===== config.mk =====
export PLATFORM = sky130hd
export DESIGN_NAME = integer_literal_parser
export DESIGN_NICKNAME = d
export VERILOG_FILES = /design/src/rtl/ilp_pkg.sv /design/src/rtl/ilp_front.sv /design/src/rtl/ilp_queue.sv /design/src/rtl/ilp_back.sv /design/src/rtl/integer_literal_parser.sv
export SDC_FILE = /design/constraint.sdc
export NUM_CORES = 1
export LEC_CHECK = 0
export ABC_AREA = 1
export BUFFER_PORTS_ARGS = -buffer_cell sky130_fd_sc_hd__buf_2
export CAP_MARGIN = 40
export CORE_MARGIN = 2
export CORE_UTILIZATION = 55
export DETAILED_ROUTE_END_ITERATION = 8
export PLACE_DENSITY_LB_ADDON = 0.05
export SYNTH_ARGS = -nofsm -noshare
export SYNTH_HDL_FRONTEND = slang
export SYNTH_SLANG_ARGS = --single-unit

===== constraint.sdc =====
create_clock -name clk -period 7.3 [get_ports clk]
set_clock_uncertainty 0.15 [all_clocks]
set_input_delay 0.365 -clock clk [delete_from_list [all_inputs] [get_ports clk]]
set_output_delay 0.365 -clock clk [all_outputs]
set_load 0.01 [all_outputs]

===== src/rtl/ilp_pkg.sv =====
// ----------------------------------------------------------------------------
// ilp_pkg
// Shared types and constants for the integer literal parser.
// ----------------------------------------------------------------------------
package ilp_pkg;

  // accumulator width; the value field itself is always 64 bits
  localparam int VALUE_W = 64;

  // classification queue depth
  localparam int QDEPTH = 2;
  localparam int QPTR_W = (QDEPTH > 1) ? $clog2(QDEPTH) : 1;
  localparam int QCNT_W = $clog2(QDEPTH + 1);

  // character codes
  localparam logic [7:0] CH_ZERO  = 8'h30;
  localparam logic [7:0] CH_NINE  = 8'h39;
  localparam logic [7:0] CH_SEP   = 8'h27;
  localparam logic [7:0] CH_LA    = 8'h61;
  localparam logic [7:0] CH_LF    = 8'h66;
  localparam logic [7:0] CH_LB    = 8'h62;
  localparam logic [7:0] CH_LX    = 8'h78;
  localparam logic [7:0] CH_LU    = 8'h75;
  localparam logic [7:0] CH_LL    = 8'h6c;
  localparam logic [7:0] CH_LZ    = 8'h7a;
  localparam logic [7:0] CASE_BIT = 8'h20;
  localparam logic [7:0] HEX_OFS  = 8'h57;

  typedef enum logic [1:0] {
    RX_DEC = 2'd0,
    RX_BIN = 2'd1,
    RX_OCT = 2'd2,
    RX_HEX = 2'd3
  } ilp_radix_t;

  typedef enum logic [1:0] {
    ERR_OK    = 2'd0,
    ERR_LEAD  = 2'd1,
    ERR_TRAIL = 2'd2,
    ERR_BAD   = 2'd3
  } ilp_err_t;

  typedef enum logic [1:0] {
    LK_NONE = 2'd0,
    LK_L    = 2'd1,
    LK_LL   = 2'd2
  } ilp_long_t;

  typedef struct packed {
    logic [7:0] ch;
    logic       last;
  } ilp_in_t;

  typedef struct packed {
    logic [63:0] value;
    logic [1:0]  radix;
    logic        is_unsigned;
    logic [1:0]  long_kind;
    logic        is_size;
    logic        overflowed;
    logic [1:0]  error_code;
  } ilp_out_t;

  // classified character, front to back
  typedef struct packed {
    logic [3:0] dval;   // digit value 0..15
    logic       dok;    // character is a digit 0-9, a-f or A-F
    logic       sep;
    logic       is_b;
    logic       is_x;
    logic       is_u;
    logic       is_l;
    logic       is_z;
    logic       last;
  } ilp_cls_t;

endpackage


===== src/rtl/ilp_front.sv =====
// ----------------------------------------------------------------------------
// ilp_front
// Character classifier: digit value, separator and suffix letter flags.
// ----------------------------------------------------------------------------
module ilp_front (
  input  ilp_pkg::ilp_in_t  in_item,
  output ilp_pkg::ilp_cls_t cls
);
  import ilp_pkg::*;

  logic [7:0] lc;
  logic       is_dec;
  logic       is_af;

  always_comb begin
    lc     = in_item.ch | CASE_BIT;
    is_dec = (in_item.ch >= CH_ZERO) && (in_item.ch <= CH_NINE);
    is_af  = (lc >= CH_LA) && (lc <= CH_LF);

    cls.dok  = is_dec || is_af;
    if (is_dec) begin
      cls.dval = 4'(in_item.ch - CH_ZERO);
    end else begin
      cls.dval = 4'(lc - HEX_OFS);
    end
    cls.sep  = (in_item.ch == CH_SEP);
    cls.is_b = (lc == CH_LB);
    cls.is_x = (lc == CH_LX);
    cls.is_u = (lc == CH_LU);
    cls.is_l = (lc == CH_LL);
    cls.is_z = (lc == CH_LZ);
    cls.last = in_item.last;
  end

endmodule


===== src/rtl/ilp_queue.sv =====
// ----------------------------------------------------------------------------
// ilp_queue
// Short register queue of classified characters between front and back.
// ----------------------------------------------------------------------------
module ilp_queue (
  input  logic              clk,
  input  logic              rst_n,
  input  logic              push,
  input  ilp_pkg::ilp_cls_t push_data,
  output logic              full,
  input  logic              pop,
  output logic              avail,
  output ilp_pkg::ilp_cls_t pop_data
);
  import ilp_pkg::*;

  ilp_cls_t            mem_r [QDEPTH];
  logic [QPTR_W-1:0]   wr_ptr_r, wr_ptr_nxt;
  logic [QPTR_W-1:0]   rd_ptr_r, rd_ptr_nxt;
  logic [QCNT_W-1:0]   cnt_r, cnt_nxt;

  function automatic logic [QPTR_W-1:0] ptr_inc(input logic [QPTR_W-1:0] p);
    if (p == QPTR_W'(QDEPTH - 1)) begin
      return '0;
    end
    return p + 1'b1;
  endfunction

  assign full     = (cnt_r == QCNT_W'(QDEPTH));
  assign avail    = (cnt_r != '0);
  assign pop_data = mem_r[rd_ptr_r];

  always_comb begin
    wr_ptr_nxt = push ? ptr_inc(wr_ptr_r) : wr_ptr_r;
    rd_ptr_nxt = pop  ? ptr_inc(rd_ptr_r) : rd_ptr_r;
    cnt_nxt    = cnt_r + QCNT_W'(push) - QCNT_W'(pop);
  end

  always_ff @(posedge clk) begin
    if (!rst_n) begin
      wr_ptr_r <= '0;
      rd_ptr_r <= '0;
      cnt_r    <= '0;
    end else begin
      wr_ptr_r <= wr_ptr_nxt;
      rd_ptr_r <= rd_ptr_nxt;
      cnt_r    <= cnt_nxt;
    end
  end

  always_ff @(posedge clk) begin
    if (push) begin
      mem_r[wr_ptr_r] <= push_data;
    end
  end

endmodule


===== src/rtl/ilp_back.sv =====
// ----------------------------------------------------------------------------
// ilp_back
// Literal state machine, accumulator and result register.
// ----------------------------------------------------------------------------
module ilp_back (
  input  logic              clk,
  input  logic              rst_n,
  input  logic              avail,
  input  ilp_pkg::ilp_cls_t cls,
  output logic              pop,
  output logic              out_valid,
  input  logic              out_ready,
  output ilp_pkg::ilp_out_t out_data
);
  import ilp_pkg::*;

  typedef enum logic [12:0] {
    PH_START   = 13'b0_0000_0000_0001,
    PH_ZERO    = 13'b0_0000_0000_0010,
    PH_BIN     = 13'b0_0000_0000_0100,
    PH_HEX     = 13'b0_0000_0000_1000,
    PH_OCT     = 13'b0_0000_0001_0000,
    PH_DEC     = 13'b0_0000_0010_0000,
    PH_SFX0    = 13'b0_0000_0100_0000,
    PH_SFX_U   = 13'b0_0000_1000_0000,
    PH_SFX_L   = 13'b0_0001_0000_0000,
    PH_SFX_LL  = 13'b0_0010_0000_0000,
    PH_SFX_Z   = 13'b0_0100_0000_0000,
    PH_SFX_END = 13'b0_1000_0000_0000,
    PH_DEAD    = 13'b1_0000_0000_0000
  } ilp_phase_t;

  ilp_phase_t         phase_r, phase_nxt, sfx_src;
  logic [VALUE_W-1:0] acc_r, acc_nxt;
  ilp_radix_t         radix_r, radix_nxt;
  logic               seen_r, seen_nxt;
  logic               lead_r, lead_nxt;
  logic               trail_r, trail_nxt;
  logic               sfx_u_r, sfx_u_nxt;
  logic               sfx_l_r, sfx_l_nxt;
  logic               sfx_ll_r, sfx_ll_nxt;
  logic               sfx_z_r, sfx_z_nxt;
  logic               bad_r, bad_nxt;
  logic               wrap_r, wrap_nxt;
  logic               out_valid_r;
  ilp_out_t           out_data_r;

  logic               run, sfx_go, in_radix;
  logic [VALUE_W+3:0] prod, sum;
  ilp_err_t           err;
  ilp_long_t          lk;

  // stall only a closing character while the result slot is still taken
  assign pop       = avail && (!cls.last || !out_valid_r || out_ready);
  assign out_valid = out_valid_r;
  assign out_data  = out_data_r;

  // accumulator * base + digit, widened to catch the wrap
  always_comb begin
    case (radix_r)
      RX_BIN:  prod = {4'b0, acc_r} << 1;
      RX_OCT:  prod = {4'b0, acc_r} << 3;
      RX_HEX:  prod = {4'b0, acc_r} << 4;
      default: prod = ({4'b0, acc_r} << 3) + ({4'b0, acc_r} << 1);
    endcase
    sum = prod + (VALUE_W + 4)'(cls.dval);

    case (radix_r)
      RX_BIN:  in_radix = cls.dok && (cls.dval < 4'd2);
      RX_OCT:  in_radix = cls.dok && (cls.dval < 4'd8);
      RX_HEX:  in_radix = cls.dok;
      default: in_radix = cls.dok && (cls.dval < 4'd10);
    endcase
  end

  always_comb begin
    phase_nxt  = phase_r;
    acc_nxt    = acc_r;
    radix_nxt  = radix_r;
    seen_nxt   = seen_r;
    lead_nxt   = lead_r;
    trail_nxt  = trail_r;
    sfx_u_nxt  = sfx_u_r;
    sfx_l_nxt  = sfx_l_r;
    sfx_ll_nxt = sfx_ll_r;
    sfx_z_nxt  = sfx_z_r;
    bad_nxt    = bad_r;
    wrap_nxt   = wrap_r;
    run        = 1'b0;
    sfx_go     = 1'b0;
    sfx_src    = phase_r;

    if (pop) begin
      unique case (phase_r) inside
        PH_START: begin
          if (cls.dok && cls.dval == 4'd0) begin
            radix_nxt = RX_OCT;
            acc_nxt   = '0;
            phase_nxt = PH_ZERO;
          end else if (cls.dok && cls.dval < 4'd10) begin
            radix_nxt = RX_DEC;
            acc_nxt   = VALUE_W'(cls.dval);
            phase_nxt = PH_DEC;
          end else begin
            bad_nxt   = 1'b1;
            phase_nxt = PH_DEAD;
          end
        end
        PH_ZERO: begin
          if (cls.is_b) begin
            radix_nxt = RX_BIN;
            phase_nxt = PH_BIN;
          end else if (cls.is_x) begin
            radix_nxt = RX_HEX;
            phase_nxt = PH_HEX;
          end else begin
            phase_nxt = PH_OCT;
            run       = 1'b1;
          end
        end
        PH_BIN, PH_HEX, PH_OCT, PH_DEC: run = 1'b1;
        default: sfx_go = 1'b1;
      endcase

      if (run) begin
        if (cls.sep) begin
          // leading separator only counts right after 0b / 0x
          if (!seen_r && (phase_r == PH_BIN || phase_r == PH_HEX)) begin
            lead_nxt = 1'b1;
          end
          seen_nxt  = 1'b1;
          trail_nxt = 1'b1;
        end else if (in_radix) begin
          seen_nxt  = 1'b1;
          trail_nxt = 1'b0;
          acc_nxt   = sum[VALUE_W-1:0];
          if (sum[VALUE_W+3:VALUE_W] != 4'd0) begin
            wrap_nxt = 1'b1;
          end
        end else begin
          sfx_go  = 1'b1;
          sfx_src = PH_SFX0;
        end
      end

      if (sfx_go) begin
        phase_nxt = PH_DEAD;
        unique case (sfx_src) inside
          PH_SFX0: begin
            if (cls.is_u) begin
              sfx_u_nxt = 1'b1;
              phase_nxt = PH_SFX_U;
            end else if (cls.is_l) begin
              sfx_l_nxt = 1'b1;
              phase_nxt = PH_SFX_L;
            end else if (cls.is_z) begin
              sfx_z_nxt = 1'b1;
              phase_nxt = PH_SFX_Z;
            end
          end
          PH_SFX_U: begin
            if (cls.is_l) begin
              sfx_l_nxt = 1'b1;
              phase_nxt = PH_SFX_L;
            end else if (cls.is_z) begin
              sfx_z_nxt = 1'b1;
              phase_nxt = PH_SFX_Z;
            end
          end
          PH_SFX_L: begin
            if (cls.is_l) begin
              sfx_l_nxt  = 1'b0;
              sfx_ll_nxt = 1'b1;
              phase_nxt  = PH_SFX_LL;
            end else if (cls.is_u) begin
              sfx_u_nxt = 1'b1;
              phase_nxt = PH_SFX_END;
            end
          end
          PH_SFX_LL, PH_SFX_Z: begin
            if (cls.is_u) begin
              sfx_u_nxt = 1'b1;
              phase_nxt = PH_SFX_END;
            end
          end
          default: phase_nxt = PH_DEAD;
        endcase
        if (phase_nxt == PH_DEAD) begin
          bad_nxt = 1'b1;
        end
      end
    end
  end

  // result fields from the post-update state
  always_comb begin
    if (lead_nxt) begin
      err = ERR_LEAD;
    end else if (trail_nxt) begin
      err = ERR_TRAIL;
    end else if (bad_nxt) begin
      err = ERR_BAD;
    end else begin
      err = ERR_OK;
    end
    if (sfx_ll_nxt) begin
      lk = LK_LL;
    end else if (sfx_l_nxt) begin
      lk = LK_L;
    end else begin
      lk = LK_NONE;
    end
  end

  always_ff @(posedge clk) begin
    if (!rst_n || (pop && cls.last)) begin
      phase_r  <= PH_START;
      acc_r    <= '0;
      radix_r  <= RX_DEC;
      seen_r   <= 1'b0;
      lead_r   <= 1'b0;
      trail_r  <= 1'b0;
      sfx_u_r  <= 1'b0;
      sfx_l_r  <= 1'b0;
      sfx_ll_r <= 1'b0;
      sfx_z_r  <= 1'b0;
      bad_r    <= 1'b0;
      wrap_r   <= 1'b0;
    end else begin
      phase_r  <= phase_nxt;
      acc_r    <= acc_nxt;
      radix_r  <= radix_nxt;
      seen_r   <= seen_nxt;
      lead_r   <= lead_nxt;
      trail_r  <= trail_nxt;
      sfx_u_r  <= sfx_u_nxt;
      sfx_l_r  <= sfx_l_nxt;
      sfx_ll_r <= sfx_ll_nxt;
      sfx_z_r  <= sfx_z_nxt;
      bad_r    <= bad_nxt;
      wrap_r   <= wrap_nxt;
    end
  end

  always_ff @(posedge clk) begin
    if (!rst_n) begin
      out_valid_r <= 1'b0;
    end else if (pop && cls.last) begin
      out_valid_r <= 1'b1;
    end else if (out_ready) begin
      out_valid_r <= 1'b0;
    end
  end

  always_ff @(posedge clk) begin
    if (pop && cls.last) begin
      out_data_r.value       <= 64'(acc_nxt);
      out_data_r.radix       <= radix_nxt;
      out_data_r.is_unsigned <= sfx_u_nxt;
      out_data_r.long_kind   <= lk;
      out_data_r.is_size     <= sfx_z_nxt;
      out_data_r.overflowed  <= wrap_nxt;
      out_data_r.error_code  <= err;
    end
  end

endmodule


===== src/rtl/integer_literal_parser.sv =====
// out_valid rises once the transaction carrying the last character has passed
// a queue slot and then the result register. One character per cycle is
// sustained, the back end taking one queued character each cycle. Only a
// closing character waits, and only while the previous result is still
// untaken. Reset (rst_n low, synchronous) empties the queue, drops out_valid
// and restarts the parser.
// ----------------------------------------------------------------------------
// integer_literal_parser
// Streaming parser for one C++ integer literal, one character per
// transaction, emitting value, radix, suffix flags and error code.
// ----------------------------------------------------------------------------
module integer_literal_parser (
  input  logic              clk,
  input  logic              rst_n,
  input  logic              in_valid,
  output logic              in_ready,
  input  ilp_pkg::ilp_in_t  in_data,
  output logic              out_valid,
  input  logic              out_ready,
  output ilp_pkg::ilp_out_t out_data
);
  import ilp_pkg::*;

  // Front end: pure classification of the incoming character (digit value,
  // separator, prefix and suffix letters); it never looks at parser state,
  // so it can accept a transaction whenever the queue has room.
  ilp_cls_t front_cls;
  ilp_cls_t back_cls;
  logic     q_full;
  logic     q_avail;
  logic     q_pop;
  logic     q_push;

  ilp_front u_front (
    .in_item (in_data),
    .cls     (front_cls)
  );

  // in_ready comes straight from the registered queue fill, so no
  // combinational path runs from out_ready back to in_ready.
  assign in_ready = !q_full;
  assign q_push   = in_valid && in_ready;

  // Two-entry queue: lets the front keep accepting while the back end
  // holds a closing character behind an untaken result.
  ilp_queue u_queue (
    .clk       (clk),
    .rst_n     (rst_n),
    .push      (q_push),
    .push_data (front_cls),
    .full      (q_full),
    .pop       (q_pop),
    .avail     (q_avail),
    .pop_data  (back_cls)
  );

  // Back end: phase machine, accumulator (value * base + digit with wrap
  // detection from the carry-out bits) and the result register.
  ilp_back u_back (
    .clk       (clk),
    .rst_n     (rst_n),
    .avail     (q_avail),
    .cls       (back_cls),
    .pop       (q_pop),
    .out_valid (out_valid),
    .out_ready (out_ready),
    .out_data  (out_data)
  );

endmodule


## Yosys cells after proc, flatten, opt, wreduce, memory -nomap -nowiden

Memory sizes are Yosys's and may differ from the RTL's. A register that Yosys moved wholly into a read port is not among the register bits.
Cells that the tools add are included.

- Bitwise logic cells: 0
- Add/sub/neg operators: 8
- Shift-type cells: 0
- Multiplexer cells: 100
- Eq/ne operators: 22
- $mul: 0
- Reductions and logical operators: 32
- Divide/modulo/power cells: 0
- Magnitude comparators: 7

Operators by type and width:

| kind | count |
|---|---|
| two-way mux 64 bit | 7 |
| case mux 68 bit (3 select lines) | 1 |
| two-way mux 13 bit | 15 |
| adder 67 x 65 -> 68 bit | 1 |
| adder 68 x 4 -> 68 bit | 1 |
| two-way mux 1 bit | 60 |
| case mux 13 bit (4 select lines) | 1 |
| equality test 7 x 6 -> 1 bit, second input constant | 5 |
| case mux 13 bit (2 select lines) | 1 |
| two-way mux 2 bit | 7 |
| equality test 13 x 1 -> 1 bit, second input constant | 1 |
| equality test 13 x 10 -> 1 bit, second input constant | 1 |
| equality test 13 x 11 -> 1 bit, second input constant | 1 |
| equality test 13 bit, second input constant | 1 |
| equality test 13 x 2 -> 1 bit, second input constant | 1 |
| equality test 13 x 3 -> 1 bit, second input constant | 1 |
| equality test 13 x 4 -> 1 bit, second input constant | 1 |
| equality test 13 x 5 -> 1 bit, second input constant | 1 |
| equality test 13 x 6 -> 1 bit, second input constant | 1 |
| equality test 13 x 7 -> 1 bit, second input constant | 1 |
| equality test 13 x 8 -> 1 bit, second input constant | 1 |
| equality test 13 x 9 -> 1 bit, second input constant | 1 |
| logical AND 1 bit | 10 |
| equality test 8 x 6 -> 1 bit, second input constant | 1 |
| 30 further kinds | 47 |

- Memory bits (writable): 24
- Input port bits: 13
- Memories: 1
- Word-level logic and storage cells: 193
- Latch bits: 0
- Flip-flop bits (word level): 166
- Output and inout port bits: 75
- ROM bits: 0

Memories:

| memory | words | width | rd ports | clocked after memory_dff | write ports | RTL line | source |
|---|---|---|---|---|---|---|---|
| u_queue.mem_r | 2 | 12 | 1 | 1 | 1 | ilp_queue.sv:17 | `ilp_cls_t mem_r [QDEPTH];` |

## Logic depth before layout (Yosys ltp)

Gate-level depths: netlist of run 1.

- Word-level depth: 18
- Depth in mapped cells: 34
- Mapped depth without buffers: 31

## Hierarchy

Synthesis of run 1 repeated with hierarchy kept, for this count alone.

- Cells, all modules: 3028
- Area, all modules: 18315.1 µm²

Modules (own cells, without submodules):

| module | seq. area each (µm²) | cells an instance | times used | area each (µm²) |
|---|---|---|---|---|
| ilp_back | 3953.8 | 2895 | 1 | 16804.9 |
| ilp_queue | 820.8 | 70 | 1 | 1129.8 |
| ilp_front | 0.0 | 60 | 1 | 366.6 |
| integer_literal_parser | 0.0 | 3 | 1 | 13.8 |

## Worst setup path after synthesis of run 1

Ideal clock, no wire load.

- Path type: reg2reg
- Start point: reg u_back.radix_r[0]
- End point: reg u_back.out_data_r (netlist bit u_back.out_data[70]), data pin
- Period minus slack after synthesis: 4.367 ns
- Path slack: 2.933 ns
- Arrival: 3.959 ns
- Buffers on the path: 3
- Setup time: 0.259 ns
- Required time: 6.891 ns
- Stages on the path, launching flop included: 29
- Path through: dfxtp_1 -> inv_1 -> ha_1 -> inv_2 -> buf_2 -> clkbuf_1 -> buf_1 -> o221ai_1 -> o21ai_0 -> inv_1 -> ha_1 -> a21o_1 -> nand3_1 -> nor2_2 -> nand3_2 -> nor2_4 -> nand2_4 -> nor2_8 -> nand2_4 -> nor2_8 -> nand3_4 -> nor2_4 -> nand3_4 -> nor2_8 -> nand3_2 -> nand2_1 -> nand2_1 -> o21ai_1 -> nand2_1

- Word-level cells in the longest chain between the ends: 7
- Elaborated cells on any way between the ends: 10
- Classes of those cells: add/sub (1); eq/ne (3); mux (6)

RTL lines:

| item | RTL line | source |
|---|---|---|
| start, declared | ilp_back.sv:35 | `ilp_radix_t radix_r, radix_nxt;` |
| start signal, assigned | ilp_back.sv:232 | `radix_r <= radix_nxt;` |
| equality test 2 bit or equality test 2 x 1 -> 1 bit (tied branches) | ilp_back.sv:60, ilp_back.sv:68 |  |
| case mux 68 bit (3 select lines) | ilp_back.sv:60 | `case (radix_r)` |
| adder 68 x 4 -> 68 bit | ilp_back.sv:66 | `sum = prod + (VALUE_W + 4)'(cls.dval);` |
| two-way mux 64 bit * | ilp_back.sv:133 | `end else if (in_radix) begin` |
| two-way mux 64 bit * | ilp_back.sv:126 | `if (cls.sep) begin` |
| two-way mux 64 bit * | ilp_back.sv:125 | `if (run) begin` |
| two-way mux 64 bit * | ilp_back.sv:93 | `if (pop) begin` |
| named net u_back.acc_nxt[61] | ilp_back.sv:34 | `logic [VALUE_W-1:0] acc_r, acc_nxt;` |
| end, declared | ilp_back.sv:46 | `ilp_out_t out_data_r;` |

The timed path passes the listed nets; every way through them passes the cells marked *.
A chain may end at the register's enable or synchronous reset.

## Worst setup path after layout of run 1

- Start point: reg u_back.radix_r[1]
- End point: reg u_back.out_data_r (netlist bit u_back.out_data[67]), data pin

The elaborated chain is that of the path after synthesis.

==> qor.yml, run 1 <==
run_status:
  status: "finished clean"
route:
  drt-total-wl_um: 68280
  dr_total_vias: 20256
  drc: 0
  via_per_inst: 5.741
  firstDrtPassIters: 6
  routedWlPerCell_um: 19.35
  antenna_left: 0
  drt_iter0_markers: 2552
synth:
  synthArstFlopShare: 0
  synthSimpleGateAreaFrac: 0.4164
  synth_compound_area_frac: 0.1256
  synth_area_mm2: 0.01829
  synth-edff-count: 97
  muxShareOfSynthArea: 0.0005473
  yosys.area.top_type: "nand2_1"
  synthCells: 3014
  synth_top_cell_area_share: 0.2118
  synth.distinct_cells: 60
  synth_top_family_by_area: "simple AND/OR/NAND/NOR gates"
  ys.flop_type: "edfxtp_1"
  syn_avg_cell_area_um2: 6.068
  ys_seq_area_frac: 0.2610
  synth_warnings: 0
  syn_nets: 3105
  synth-seq-cells: 190
  synth_xor_xnor_area_share: 0.006225
  synthTopCellsByArea: "nand2_1 21%, edfxtp_1 16%, inv_1 11%"
  synth_fa_ha_area_frac: 0.05418
placement:
  dp_cells: 3495
  dp_hpwl_um: 54380
  portBuffers: 87
  place.gp.congestion: 1.022
cts:
  htreeDepth: 4
  cts_resized: 0
  clkTransAtPathRegs_ns: 0.08
  root_buffer: "clkbuf_16"
  cts-buffers-inserted: 17
  clock_latency_ns: 0.45
  cts_tree: "built"
  clockBufferDepth: 2
  clock_sinks: 190
floorplan:
  fp.coreArea_mm2: 0.03262
  chipWidth_um: 186.4
  start_util: 0.5607
  die_y_um: 186.4
  num_io_pins: 88
  dieArea_mm2: 0.03473
  fp-row-count: 66
setup_path:
  start_kind: "register"
  cp-end-kind: "register"
  worstPathArrival_ns: 5.11
  reg2reg_depth: 29
  critPathMaxStageDelay_ns: 0.54
  crit_required_ns: 7.35
  r2r_setup_slack_ns: 2.23
  r2r_start: "u_back.radix_r[1]"
  critPathKind: "reg -> reg"
  path_max_fanout: 52
  cpMaxStageDelayCell: "inv_1"
  r2r_end: "u_back.out_data[67]"
hold_path:
  hp-start: "rst_n"
  min_path_cells: 2
  hold_path_end: "u_back.phase_r[0]"
  hold_path_class: "in -> reg"
final_layout:
  fill_cells: 3212
  nets: 3164
  antenna_cells: 0
  area_growth_pct: 8.291
  stdcell_count: 3528
  final_util: 0.6072
  drive_gt1_frac: 0.1176
sta:
  hold_violations: 0
  worst_slew_pin_slew_ns: 0.8786
  finalSetupViolCount: 0
  slew_headroom: 0.4143
  setup_tns_ns: 0
  fmax_mhz: 197.3
  finalMaxSlewViolations: 0
  fin_crit_sh: 0.6944
  period_needed_ns: 5.069
  rsz0062_at_grt: "no"
global_routing:
  grt_pass1_vias: 18928
  grt_pass1_wl_um: 104600
  grt_max_degree: 56
  antenna_found_initial: 1
  track_usage: 0.3876
  overflow: 0
pwr:
  seqPwrFrac: 0.397
  clockPowerShare: 0.268
  cellPowerDensity_mw_per_mm2: 181.2
  p_int_uw: 2142
  switchingPower_uw: 1447
  leakage_uw: 0.009867
  comb_power_share: 0.335
  ir_worst_vdd_uv: 368.0
  p_sw_frac: 0.4031
run:
  drv_cap: 0
cells by family after synthesis:
kind of cell | Yosys count
simple gates | 1702
buf+inv | 645
compound gates | 385
flops | 190
fa+ha+maj | 78
xor+xnor | 13
mux | 1
cell type report:
| type | count | area (µm²) | area share |
|---|---|---|---|
| multi-input combinational | 2179 | 11060 | 0.5582 |
| sequential | 190 | 4775 | 0.2411 |
| inverter | 580 | 2178 | 0.1100 |
| timing repair buffer | 105 | 643.1 | 0.03247 |
| tap | 442 | 553.0 | 0.02792 |
| clock buffer | 17 | 425.4 | 0.02148 |
| clock inverter | 15 | 176.4 | 0.008907 |
power groups by stage:
| stage | combinational (µW) | sequential, µW | clock [µW] |
|---|---|---|---|
| after detailed placement | 1170 | 1440 | 0 |
| after CTS | 1180 | 1420 | 962 |
| after floorplan | 673 | 1470 | 0 |
| after global routing | 1300 | 1440 | 999 |
| after global placement | 1110 | 1450 | 0 |
| final | 1200 | 1430 | 962 |
synthesized netlist by cell type (all sizes together), types with 2 or more instances:
| cell type | count |
|---|---|
| clkinv | 8 |
| o21bai | 3 |
| a211oi | 2 |
| nand3 | 226 |
| xnor2 | 5 |
| fa | 2 |
| nor3b | 2 |
| and3 | 3 |
| nand4 | 49 |
| and2 | 2 |
| ha | 76 |
| a31oi | 3 |
| or2 | 11 |
| a21o | 4 |
| a21boi | 2 |
| inv | 572 |
| nand3b | 6 |
| nor3 | 46 |
| o22ai | 18 |
| o21ai | 77 |
| edfxtp | 97 |
| buf | 44 |
| nor2 | 272 |
| dfxtp | 93 |
| o31ai | 7 |
| nor4 | 6 |
| o221ai | 45 |
| clkbuf | 21 |
| xor2 | 8 |
| o211ai | 18 |
| o21a | 4 |
| a21oi | 196 |
| nand2 | 1079 |
worst max-delay path by stage:
stage,startpoint,end,slack [ns]
after CTS,u_back.radix_r[1],u_back.out_data[67],2.37
after global placement,u_back.radix_r[0],u_back.out_data[67],2.39
after floorplan,u_back.radix_r[0],u_back.out_data[70],2.93
after detailed placement,u_back.radix_r[1],u_back.out_data[67],2.39
final,u_back.radix_r[1],u_back.out_data[67],2.23
after global routing,u_back.radix_r[1],u_back.out_data[67],1.83
per-stage QoR:
| step | power [µW] | instance area [µm²] | worst slack, ns | hold slack, ns |
|---|---|---|---|---|
| after floorplan | 2148 | 18290 | 2.933 | 0.2740 |
| after global placement | 2553 | 19070 | 2.390 | 0.2857 |
| after detailed placement | 2609 | 19190 | 2.388 | 0.2905 |
| after CTS | 3561 | 19810 | 2.369 | 0.04378 |
| after global routing | 3732 | 19810 | 1.827 | 0.04193 |
| final | 3589 | 19810 | 2.231 | 0.04321 |
state kept, by name (all words and copies together) (netlist names), 2 cells and up, named ones only:
| register | count |
|---|---|
| u_back.acc_r | 64 |
| u_back.out_data | 73 |
| u_back.phase_r | 12 |
| u_queue.cnt_r | 2 |
| u_back.radix_r | 2 |
| u_queue.mem_r | 24 |
layout by cell type (no fill, tap or decap), types with 7 or more instances in the layout:
master,instances
o22ai_1,18
xor2_1,8
a21oi_1,189
nand3_1,196
nand2_1,1031
inv_1,516
nand3_2,26
nor2_4,17
nand2_4,7
nand4_1,49
o21ai_0,62
nor3_1,41
o221ai_1,45
nor2_2,42
o21ai_1,11
nand2_2,41
buf_4,12
inv_2,55
dfxtp_1,93
edfxtp_1,97
nor2_1,208
clkbuf_16,17
clkinv_1,9
a21oi_2,7
or2_2,9
o211ai_1,18
buf_2,87
ha_1,74
critical path, delay by kind of cell, from the launching register on:
| family | cells | cell delay, ns |
|---|---|---|
| simple gates | 18 | 1.97 |
| compound gates | 3 | 0.56 |
| flops | 1 | 0.35 |
| buf+inv | 6 | 1.40 |
| fa+ha+maj | 2 | 0.39 |
what timing repair did:
action	in CTS	in global routing
hold endpoints to repair	2	0
hold buffers	1	0
setup buffers	0	0
per-layer routing:
layer | routed length (µm) | GRT usage
met2 | 30730 | 0.6345
met1 | 27040 | 0.4986
met3 | 7647 | 0.08087
met4 | 2853 | 0.1588
met5 | 8 | 0
(Power assumes the default switching activity.)
==> run 2: changes to the inputs <==
==> constraint.sdc (replaced) <==
create_clock -name clk -period 4.8 [get_ports clk]
set_clock_uncertainty 0.15 [all_clocks]
set_input_delay 0.24 -clock clk [delete_from_list [all_inputs] [get_ports clk]]
set_output_delay 0.24 -clock clk [all_outputs]
set_load 0.01 [all_outputs]
==> qor.yml, run 2 (synthesized netlist as in run 1, its figures left out) <==
route:
  via_per_inst: 5.730  # was 5.741
  firstDrtPassIters: 6  # unchanged
  dr_total_vias: 20295  # was 20256
  drt-total-wl_um: 68030  # was 68280 µm
  antenna_left: 0  # unchanged
  drt_iter0_markers: 2330  # was 2552
  drc: 0  # unchanged
  routedWlPerCell_um: 19.21  # was 19.35 µm
sta:
  rsz0062_at_grt: "no"  # unchanged
  period_needed_ns: 4.429  # was 5.069 ns
  hold_violations: 0  # unchanged
  setup_slack_ns: 0.3714  # was 2.231 ns
  worst_slew_pin_slew_ns: 0.8999  # was 0.8786 ns
  finalMaxSlewViolations: 0  # unchanged
  finalSetupViolCount: 0  # unchanged
  fin_crit_sh: 0.9226  # was 0.6944
  slew_headroom: 0.3945  # was 0.4143
  setup_tns_ns: 0  # unchanged
  fmax_mhz: 225.8  # was 197.3 MHz
setup_path:
  cp-end-kind: "register"  # unchanged
  r2r_start: "u_back.acc_r[13]"  # was u_back.radix_r[1]
  start_kind: "register"  # unchanged
  critPathKind: "reg -> reg"  # unchanged
  timing.critical_path.to: "u_back.out_data[67]"  # unchanged
  reg2reg_depth: 22  # was 29
  crit_path_start: "u_back.acc_r[13]"  # was u_back.radix_r[1]
  crit_required_ns: 4.86  # was 7.35 ns
  r2r_setup_slack_ns: 0.37  # was 2.23 ns
  r2r_end: "u_back.out_data[67]"  # unchanged
  worstPathArrival_ns: 4.49  # was 5.11 ns
  path_max_fanout: 5  # was 52
cts:
  clock_latency_ns: 0.46  # was 0.45 ns
  clkTransAtPathRegs_ns: 0.08  # about the same
  cts_tree: "built"  # unchanged
  cts-buffers-inserted: 17  # unchanged
  root_buffer: "clkbuf_16"  # unchanged
  clockBufferDepth: 2  # unchanged
  clock_sinks: 190  # unchanged
  htreeDepth: 4  # unchanged
final_layout:
  nets: 3177  # was 3164
  seqCellArea_mm2: 0.004775  # unchanged
  final_common_cell: "nand2_1"  # unchanged
  fin_area_mm2: 0.01985  # was 0.01981 mm²
  layout_common_cells: "1031 x nand2_1, 516 x inv_1, 208 x nor2_1, 196 x nand3_1, 189 x a21oi_1"  # unchanged
  largest_reg_flops: 73  # unchanged
  area_growth_pct: 8.524  # was 8.291%
  drive_gt1_frac: 0.1207  # was 0.1176
  multi_input_area_mm2: 0.01106  # about the same
  fill_cells: 3209  # was 3212
global_routing:
  overflow: 0  # unchanged
  grt_max_degree: 59  # was 56
  antenna_found_initial: 1  # unchanged
  grt_pass1_wl_um: 105100  # was 104600 µm
  top_usage_layer: "met2"  # unchanged
  gr-usage-met2: 0.6164  # was 0.6345
  grt_pass1_vias: 18897  # was 18928
  track_usage: 0.3877  # was 0.3876
  grt_util_met1: 0.5078  # was 0.4986
  met3_usage: 0.08764  # was 0.08087
placement:
  place_ws_ns: 0.3870  # was 2.388 ns
  place.gp.congestion: 1.078  # was 1.022
  placed_cell_area_mm2: 0.01925  # was 0.01919 mm²
  dp_hpwl_um: 54420  # was 54380 µm
  portBuffers: 87  # unchanged
floorplan:
  die_y_um: 186.4  # unchanged
  dieArea_mm2: 0.03473  # unchanged
  start_util: 0.5607  # unchanged
  chipWidth_um: 186.4  # unchanged
  fp.coreArea_mm2: 0.03262  # unchanged
  fp-row-count: 66  # unchanged
  num_io_pins: 88  # unchanged
pwr:
  ir_worst_vdd_uv: 430.6  # was 368.0 µV
  cellPowerDensity_mw_per_mm2: 271.6  # was 181.2 mW/mm²
  leakage_uw: 0.009903  # was 0.009867 µW
run_status:
  status: "finished clean"  # unchanged
run:
  drv_cap: 0  # unchanged
hold_path:
  hp-start: "in_data[1]"  # was rst_n
  hold_path_class: "in -> reg"  # unchanged
  min_path_cells: 2  # unchanged
-- run 2: changes by cell type in the layout (fill, tap and decap cells not counted), sizes merged --
cell,previous run,this run
bufinv,1,0
diode,0,1
clkinv,15,12
buf,104,115
dlygate4sd3,1,3
clkbuf,17,18
inv,579,581
clkinvlp,0,1
-- run 2: power breakdown --
group	internal, µW	leakage, µW	switching (µW)
logic	487	0.00794	1360
clock network	686	0.000275	713
registers	2020	0.00169	116
-- run 2: how the worst min path moves through the flow --
stage / slack, ns / end
6_report: 0.007 / u_queue.mem_r[1][8]
5_1_grt: 0.005 / u_queue.mem_r[0][6]
4_1_cts: 0.001 / u_queue.mem_r[0][6]
3_5_place_dp: 0.28 / u_queue.mem_r[1][0]
3_3_place_gp: 0.28 / u_queue.mem_r[1][0]
2_1_floorplan: 0.17 / u_back.phase_r[0]
-- run 2: cell type report --
class,instances,share of cell area
multi-input cells,2179,0.5572
flip-flops and latches,190,0.2405
inverters,580,0.1097
diodes,1,0.0001261
repair buffers,118,0.03669
well taps,442,0.02786
clock inverters,14,0.006178
clock buffers,18,0.02162
-- run 2: timing repair --
action / 4_1_cts / 5_1_grt
hold buffers: 3 / 0
setup endpoints to repair: 0 / 7
hold endpoints to repair: 8 / 0
gates resized for setup: 0 / 1
setup buffers: 0 / 1
-- run 2: per-stage QoR --
step                      hold WS, ns  total power (µW)  std cells  utilization
final                        0.006694              5391       3542       0.6085
after global routing         0.005325              5605       3541       0.6084
after CTS                    0.001153              5349       3540       0.6081
after detailed placement       0.2810              3967       3505       0.5902
after global placement         0.2799              3886       3500       0.5875
after floorplan                0.1741              3266       3014            -
-- run 2: routing by layer --
metal	wire length, µm	share of wire	vias up
met5	0	0	-
met2	29870	0.44	1160
met3	8083	0.12	195
met4	2992	0.044	0
met1	27080	0.40	9167
li1	-	-	9773
-- run 2: critical path: stages, from the launching register on --
cell and delay, ns:
dfxtp_1 0.42, ha_1 0.45, nand2_1 0.25, nor2_4 0.28, nand3_1 0.28, nand3_1 0.33
nand2_1 0.12, nand2_1 0.17, nand2_1 0.07, nand3_1 0.16, nand2_2 0.15, nor2_1 0.17
nand2_1 0.14, nor2_4 0.13, nand2_4 0.10, nor2_4 0.18, nand2_2 0.10, inv_1 0.09
nand2_1 0.07, inv_1 0.08, nand3_1 0.07, o211ai_1 0.14, nand2_1 0.08
